===== config.mk =====
export PLATFORM = sky130hd
export DESIGN_NAME = pgnh_ctrl
export DESIGN_NICKNAME = d
export VERILOG_FILES = /design/src/hdl/pgnh_pkg.sv /design/src/hdl/pgnh_ctrl.sv
export SDC_FILE = /design/constraint.sdc
export NUM_CORES = 1
export LEC_CHECK = 0
export BUFFER_PORTS_ARGS = -buffer_cell sky130_fd_sc_hd__buf_2
export CAP_MARGIN = 25
export CORE_ASPECT_RATIO = 1.2
export CORE_MARGIN = 1
export CORE_UTILIZATION = 50
export CTS_CLUSTER_DIAMETER = 120
export CTS_CLUSTER_SIZE = 12
export DETAILED_ROUTE_END_ITERATION = 16
export GPL_ROUTABILITY_DRIVEN = 0
export PLACE_DENSITY = 0.77
export SLEW_MARGIN = 25
export SYNTH_ARGS = -nofsm -noshare
export SYNTH_HDL_FRONTEND = slang
export SYNTH_SLANG_ARGS = --single-unit

===== constraint.sdc =====
create_clock -name clk_i -period 1.8 [get_ports clk_i]
set_input_delay 0 -clock clk_i [delete_from_list [all_inputs] [get_ports clk_i]]
set_output_delay 0 -clock clk_i [all_outputs]
set_load 0.02 [all_outputs]

===== src/hdl/pgnh_pkg.sv =====
// Shared types and constants for the path geofence nearest-hit block.
package pgnh_pkg;

  localparam int unsigned CoordW = 24;
  localparam int unsigned SpeedW = 16;
  localparam int unsigned LenW = 32;
  localparam int unsigned FarW = 33;
  localparam int unsigned BndW = 16;
  localparam int unsigned SqW = 48;            // one squared coordinate difference
  localparam int unsigned DistW = 49;          // sum of two squares
  localparam int unsigned RadW = 50;           // even width for two-bit digits
  localparam int unsigned RootW = RadW / 2;
  localparam int unsigned RemW = RootW + 2;
  localparam int unsigned SqrtSteps = RootW;
  localparam int unsigned StepW = $clog2(SqrtSteps + 1);

  localparam logic [LenW-1:0] FarLimit = 32'd76544;
  localparam logic signed [FarW-1:0] FarNone = -33'sd25600;
  localparam logic signed [CoordW-1:0] DefaultPos = 24'sd768000;

  localparam logic [BndW-1:0] InnerReset = 16'd410;
  localparam logic [BndW-1:0] WideReset = 16'd538;
  localparam logic [LenW-1:0] TriggerReset = 32'd25344;
  localparam logic [LenW-1:0] NoHitReset = 32'd76800;

  typedef enum logic [1:0] {
    ACT_CLEAR  = 2'd0,
    ACT_APPEND = 2'd1,
    ACT_POINT  = 2'd2,
    ACT_NONE   = 2'd3
  } pgnh_act_e;

  typedef enum logic [1:0] {
    REG_INNER   = 2'd0,
    REG_WIDE    = 2'd1,
    REG_TRIGGER = 2'd2,
    REG_NOHIT   = 2'd3
  } pgnh_reg_e;

  typedef struct packed {
    logic capture;
    logic clr_count;
    logic rd_prev;
    logic scan_init;
    logic scan_issue;
    logic sqrt_step;
    logic wr_vertex;
    logic fold;
    logic load_out;
  } pgnh_cmd_t;

  typedef struct packed {
    pgnh_act_e action;
    logic      last;
    logic      cnt_zero;
    logic      cnt_full;
    logic      scan_last;
    logic      pipe_busy;
    logic      sq_ready;
    logic      out_free;
  } pgnh_stat_t;

endpackage


===== src/hdl/pgnh_ctrl.sv =====
// Controller: sequences clear, append, scan, fold and result emission.
module pgnh_ctrl
  import pgnh_pkg::*;
(
  input  logic       clk_i,
  input  logic       rst_ni,
  input  logic       in_valid_i,
  output logic       in_stall_o,
  input  pgnh_stat_t stat_i,
  output pgnh_cmd_t  cmd_o
);

  typedef enum logic [3:0] {
    ST_IDLE,
    ST_DISPATCH,
    ST_APP_WAIT,
    ST_SQRT,
    ST_APP_WR,
    ST_SCAN,
    ST_DRAIN,
    ST_FOLD,
    ST_EMIT
  } state_e;

  state_e           state_q;
  logic [StepW-1:0] step_q;

  always_ff @(posedge clk_i or negedge rst_ni) begin
    if (!rst_ni) begin
      state_q <= ST_IDLE;
      step_q <= '0;
    end else begin
      unique case (state_q)
        ST_IDLE: begin
          if (in_valid_i) begin
            state_q <= ST_DISPATCH;
          end
        end
        ST_DISPATCH: begin
          unique case (stat_i.action)
            ACT_CLEAR: state_q <= ST_IDLE;
            ACT_APPEND: begin
              if (stat_i.cnt_full) begin
                state_q <= ST_IDLE;
              end else if (stat_i.cnt_zero) begin
                state_q <= ST_APP_WR;
              end else begin
                state_q <= ST_APP_WAIT;
              end
            end
            ACT_POINT: state_q <= stat_i.cnt_zero ? ST_FOLD : ST_SCAN;
            default: state_q <= ST_IDLE;
          endcase
        end
        ST_APP_WAIT: begin
          if (stat_i.sq_ready) begin
            step_q <= '0;
            state_q <= ST_SQRT;
          end
        end
        ST_SQRT: begin
          step_q <= step_q + StepW'(1);
          if (step_q == StepW'(SqrtSteps - 1)) begin
            state_q <= ST_APP_WR;
          end
        end
        ST_APP_WR: state_q <= ST_IDLE;
        ST_SCAN: begin
          if (stat_i.scan_last) begin
            state_q <= ST_DRAIN;
          end
        end
        ST_DRAIN: begin
          if (!stat_i.pipe_busy) begin
            state_q <= ST_FOLD;
          end
        end
        ST_FOLD: state_q <= stat_i.last ? ST_EMIT : ST_IDLE;
        ST_EMIT: begin
          if (stat_i.out_free) begin
            state_q <= ST_IDLE;
          end
        end
        default: state_q <= ST_IDLE;
      endcase
    end
  end

  assign in_stall_o = (state_q != ST_IDLE);

  always_comb begin
    cmd_o = '0;
    cmd_o.capture = (state_q == ST_IDLE) && in_valid_i;
    unique case (state_q)
      ST_DISPATCH: begin
        cmd_o.clr_count = (stat_i.action == ACT_CLEAR);
        cmd_o.rd_prev = (stat_i.action == ACT_APPEND) && !stat_i.cnt_full && !stat_i.cnt_zero;
        cmd_o.scan_init = (stat_i.action == ACT_POINT);
      end
      ST_SQRT:   cmd_o.sqrt_step = 1'b1;
      ST_APP_WR: cmd_o.wr_vertex = 1'b1;
      ST_SCAN:   cmd_o.scan_issue = 1'b1;
      ST_FOLD:   cmd_o.fold = 1'b1;
      ST_EMIT:   cmd_o.load_out = stat_i.out_free;
      default: ;
    endcase
  end

endmodule


### Word level (Yosys, flattened, before mapping)

Cells that the tools add are included.

| operators by class | value |
|---|---|
| $add $sub $neg | 1 |
| equal/unequal tests | 17 |
| multiplexer cells | 20 |
| reductions and logical operators | 11 |

Operator list:

| cell | number |
|---|---|
| one-hot mux 4 bit (8 select lines) | 1 |
| two-way mux 4 bit | 7 |
| equality test 4 x 3 -> 1 bit (second input constant) | 4 |
| != test 2 bit (second input constant) | 6 |
| one-hot mux 5 bit (2 select lines) | 1 |
| two-way mux 3 bit | 3 |
| equality test 4 x 2 -> 1 bit (second input constant) | 2 |
| one-hot mux 3 bit (2 select lines) | 1 |
| AND reduction 6 bit | 1 |
| adder 5 x 1 -> 5 bit (second input constant) | 1 |
| equality test 5 bit (second input constant) | 1 |
| two-way mux 1 bit | 5 |
| two-way mux 5 bit | 1 |
| equality test 4 x 1 -> 1 bit (second input constant) | 1 |
| equality test 4 bit (second input constant) | 1 |
| zero test 4 bit | 1 |
| nonzero test 4 bit | 1 |
| logical AND 1 bit | 3 |
| equality test 2 x 1 -> 1 bit (second input constant) | 1 |
| equality test 2 bit (second input constant) | 1 |
| zero test 1 bit | 2 |
| zero test 2 bit | 1 |
| two-way mux 2 bit | 1 |
| AND reduction 2 bit | 1 |
| nonzero test 2 bit | 1 |

| word-level totals | value |
|---|---|
| register bits | 9 |
| output and inout bits | 10 |
| word-level logic and storage cells | 51 |

### Logic depth before layout (Yosys ltp)

| depth | value |
|---|---|
| depth in word-level cells | 4 |
| mapped depth | 7 |
| gate-level depth less buffers | 7 |

### Least setup slack after synthesis

No wires, ideal clock.

| path | value |
|---|---|
| path kind | reg2reg |
| start | register step_q[0] |
| end | register state_q[2] |
| library setup time | 0.086 ns |
| arrival | 1.491 ns |
| setup slack | 0.224 ns |
| stages on the path, launching flop included | 8 |
| path buffers | 0 |
| cell sequence | dfrtp_1 -> inv_1 -> ha_1 -> and4b_1 -> o32a_4 -> o311ai_4 -> o31a_1 -> o221ai_2 |

| on the way | value |
|---|---|
| longest elaborated chain between the ends | 3 |

RTL lines:

| what | line | text |
|---|---|---|
| from (decl) | pgnh_ctrl.sv:26 | `logic [StepW-1:0] step_q;` |
| from (signal assigned) | pgnh_ctrl.sv:62 | `step_q <= step_q + StepW'(1);` |
| equality test 5 bit | pgnh_ctrl.sv:63 | `if (step_q == StepW'(SqrtSteps - 1)) begin` |
| != test 2 bit (no source line) | -- |  |
| AND reduction 6 bit (no source line) | -- |  |
| to (signal assigned) | pgnh_ctrl.sv:51 | `ACT_POINT: state_q <= stat_i.cnt_zero ? ST_FOLD : ST_SCAN;` |
| to (signal assigned) | pgnh_ctrl.sv:78 | `ST_FOLD: state_q <= stat_i.last ? ST_EMIT : ST_IDLE;` |
| to (decl) | pgnh_ctrl.sv:25 | `state_e state_q;` |

No other way between the ends.
A chain may end at the register's enable or synchronous reset.

### Final worst setup path

| path | value |
|---|---|
| start | register state_q[1] |
| end | register state_q[2] |

| on the way | value |
|---|---|
| longest elaborated chain between the ends | 3 |

RTL lines:

| what | line | text |
|---|---|---|
| equality test 4 x 2 -> 1 bit (tied with other cells) | pgnh_ctrl.sv:33 | `unique case (state_q)` |
| != test 2 bit (no source line) | -- |  |
| AND reduction 6 bit (no source line) | -- |  |

Several ways; a longest one is shown, not always the timed one.

==> impl_metrics.json <==
{
  "outcome": "completed",
  "dpl.hpwl_um": 1350,
  "cts-root-buf": "clkbuf_4",
  "regArea_um2": 225,
  "nets": 135,
  "postCtsSetupBuffers": 0,
  "clock_latency_ns": 0.25,
  "hold_class": "input pin to asynchronous set/reset pin",
  "core-area_um2": 1450,
  "drc": 0,
  "dpl_cell_area_um2": 910,
  "wire_per_inst_um": 13.1,
  "fin_util_pct": 66.8,
  "hold_slack_ns": 0.122,
  "powerDensity_nw_per_um2": 1340,
  "yosys.area.top_type": "dfrtp_1",
  "clk_pin_slew_ns": 0.06,
  "maxCapViolations": 0,
  "vias_per_cell": 5.53,
  "seq_area_frac_synth_pct": 28.8,
  "yosys.area.top_type_share_pct": 28.8,
  "ctsResizeCount": 0,
  "tightestPinTransition_ns": 0.467,
  "dp.cells": 126,
  "ant_nets": 0,
  "syn_inst": 87,
  "setup_ws_ns": 0.126,
  "yosysMostFrequentCell": "nand2_1",
  "p_leak_nw": 0.494,
  "numPortBuffers": 21,
  "crit_chain": "buf_4 > nor3_2 > nand2_2 > o311ai_4 > mux2i_1 > o221ai_2",
  "cp_data_arrival_time_ns": 1.80,
  "dr.pass1.iters": 4,
  "drt_iter0_drc": 10,
  "num-fill-cells": 126,
  "rsz0062_at_grt": "no",
  "final_max_slew_viol_count": 0,
  "wirelength_um": 1740,
  "fmax_ghz": 0.597,
  "syn_avg_cell_area_um2": 8.97,
  "area_growth_pct": 23.7,
  "initial_utilization_pct": 54.0,
  "fin_cells": 133,
  "final-setup-viol-count": 0,
  "cts_tree": "done",
  "grt_first_pass_wirelength_um": 2770,
  "cts_buffers": 3,
  "netlist_area_um2": 781,
  "slew_headroom_pct": 68.8,
  "crit_slowest_cell": "dfrtp_1",
  "multi_input_area_um2": 498,
  "vdd_drop_max_mv": 0.853,
  "antenna_found_initial": 0,
  "std_cell_rows": 15,
  "syn_nets": 105,
  "grt_pass1_vias": 707,
  "ys_ff_latch": 9,
  "cts.sinks": 9,
  "drive_gt1_share_pct": 30.2,
  "worstSetupPathType": "flip-flop to flip-flop",
  "ys_async_sr_fraction_pct": 100,
  "yosysWarnings": 0,
  "final.setup.tns_ns": 0,
  "fp.dieH_um": 45.3,
  "fin_crit_sh_pct": 93.0,
  "crit_fanout": 9,
  "design_area_um2": 966,
  "ys.flop_type": "dfrtp_1",
  "cp.required_ns": 1.93,
  "finClkSkew_ns": 0.00331,
  "slowest_delay_ns": 0.49,
  "grtUsageTotal_pct": 23.2,
  "critPathLaunchType": "flip-flop",
  "synth.area.top_cells": "dfrtp_1 29%, ha_1 9.6%, nand2_1 5.8%, o21ai_0 4.5%, nand2b_1 4.0%",
  "fin_crit_ns": 1.67,
  "grt_overflow": 0,
  "diodes": 0,
  "grt_max_degree": 11,
  "setup.worst_path.end_class": "flip-flop",
  "fp.dieW_um": 38.1,
  "io-pin-count": 22,
  "floorplan.die_area_um2": 1720,
  "post-place-ws_ns": 0.116,
  "synthTopCellsByCount": "12 x nand2_1, 9 x dfrtp_1, 7 x nor2_1, 7 x o21ai_0",
  "synth_edf_count": 0,
  "yosysUniqueCellTypes": 33,
  "cts_buffer_depth": 2,
  "hold_viol": 0,
  "htreeDepth": 1,
  "dr_total_vias": 735,
  "total_power_mw": 1.30
}
[registers in the layout, summed over array words and instances, names as in the netlist]
name and count:
step_q 5, state_q 4
[power by group]
part / internal (mW) / total [mW] / switching [mW]
registers: 0.281 / 0.402 / 0.122
clock network: 0.0849 / 0.148 / 0.0631
logic: 0.336 / 0.746 / 0.410
[cell families after synthesis]
logic type	count (synthesis)	share of synthesized area, %
xor gates and xnor gates	2	2.24
adders and majority gates	6	9.62
buffers and inverters	10	7.37
DFF	9	28.8
AOI/OAI and AO/OA	19	20.8
and+or+nand+nor	39	28.5
muxes	2	2.56
[critical path: cells and delay by family, from the launching register on]
family | cells | cell delay [ns]
and+or+nand+nor | 2 | 0.36
muxes | 1 | 0.25
AOI/OAI and AO/OA | 2 | 0.24
buffers and inverters | 1 | 0.21
DFF | 1 | 0.49
[final timing paths]
path	startpoint	to	slack (ns)	cells after the start
min in group clk_i	stat_i[3]	state_q[0]$_DFFE_PN0P_	0.14	3
hold / removal	rst_ni	step_q[2]$_DFFE_PN0P_	0.12	2
setup reg to reg	state_q[1]$_DFFE_PN0P_	state_q[2]$_DFFE_PN0P_	0.13	6
hold reg to reg	step_q[4]$_DFFE_PN0P_	step_q[4]$_DFFE_PN0P_	0.54	2
max in group asynchronous	rst_ni	step_q[3]$_DFFE_PN0P_	1.50	2
setup / recovery	state_q[1]$_DFFE_PN0P_	state_q[2]$_DFFE_PN0P_	0.13	6
[cell usage in the layout (no fill, tap or decap), types with 2 or more instances in the layout]
cell type,count
a21oi_1,2
and3_1,4
buf_2,21
buf_4,5
clkbuf_4,3
dfrtp_1,9
dlygate4sd3_1,3
ha_1,6
inv_1,6
mux2i_1,2
nand2_1,12
nand2b_1,5
nand3_1,2
nor2_1,7
nor2b_1,2
o21ai_0,7
xor2_1,2
[area by class of cell]
type | count | area share, %
well taps | 17 | 2.20
repair buffers | 29 | 17.9
multi-input cells | 68 | 51.6
inverters | 6 | 2.33
flip-flops and latches | 9 | 23.3
clock buffers | 4 | 2.72
[metal layers]
layer  part of all wire [%]  wire length (µm)  global-route usage (%)
met2                     52               898                    42.4
met5                      0                 0                       0
met4                    2.6                46                    17.9
met3                    3.7                65                    1.48
met1                     42               726                    23.8
[what timing repair did]
action                                 4_1_cts  5_1_grt
endpoints found under the hold margin       10        0
hold buffers                                 3        0
setup endpoints to repair                    0        1
No activity file was read; power rests on OpenSTA's default activity.
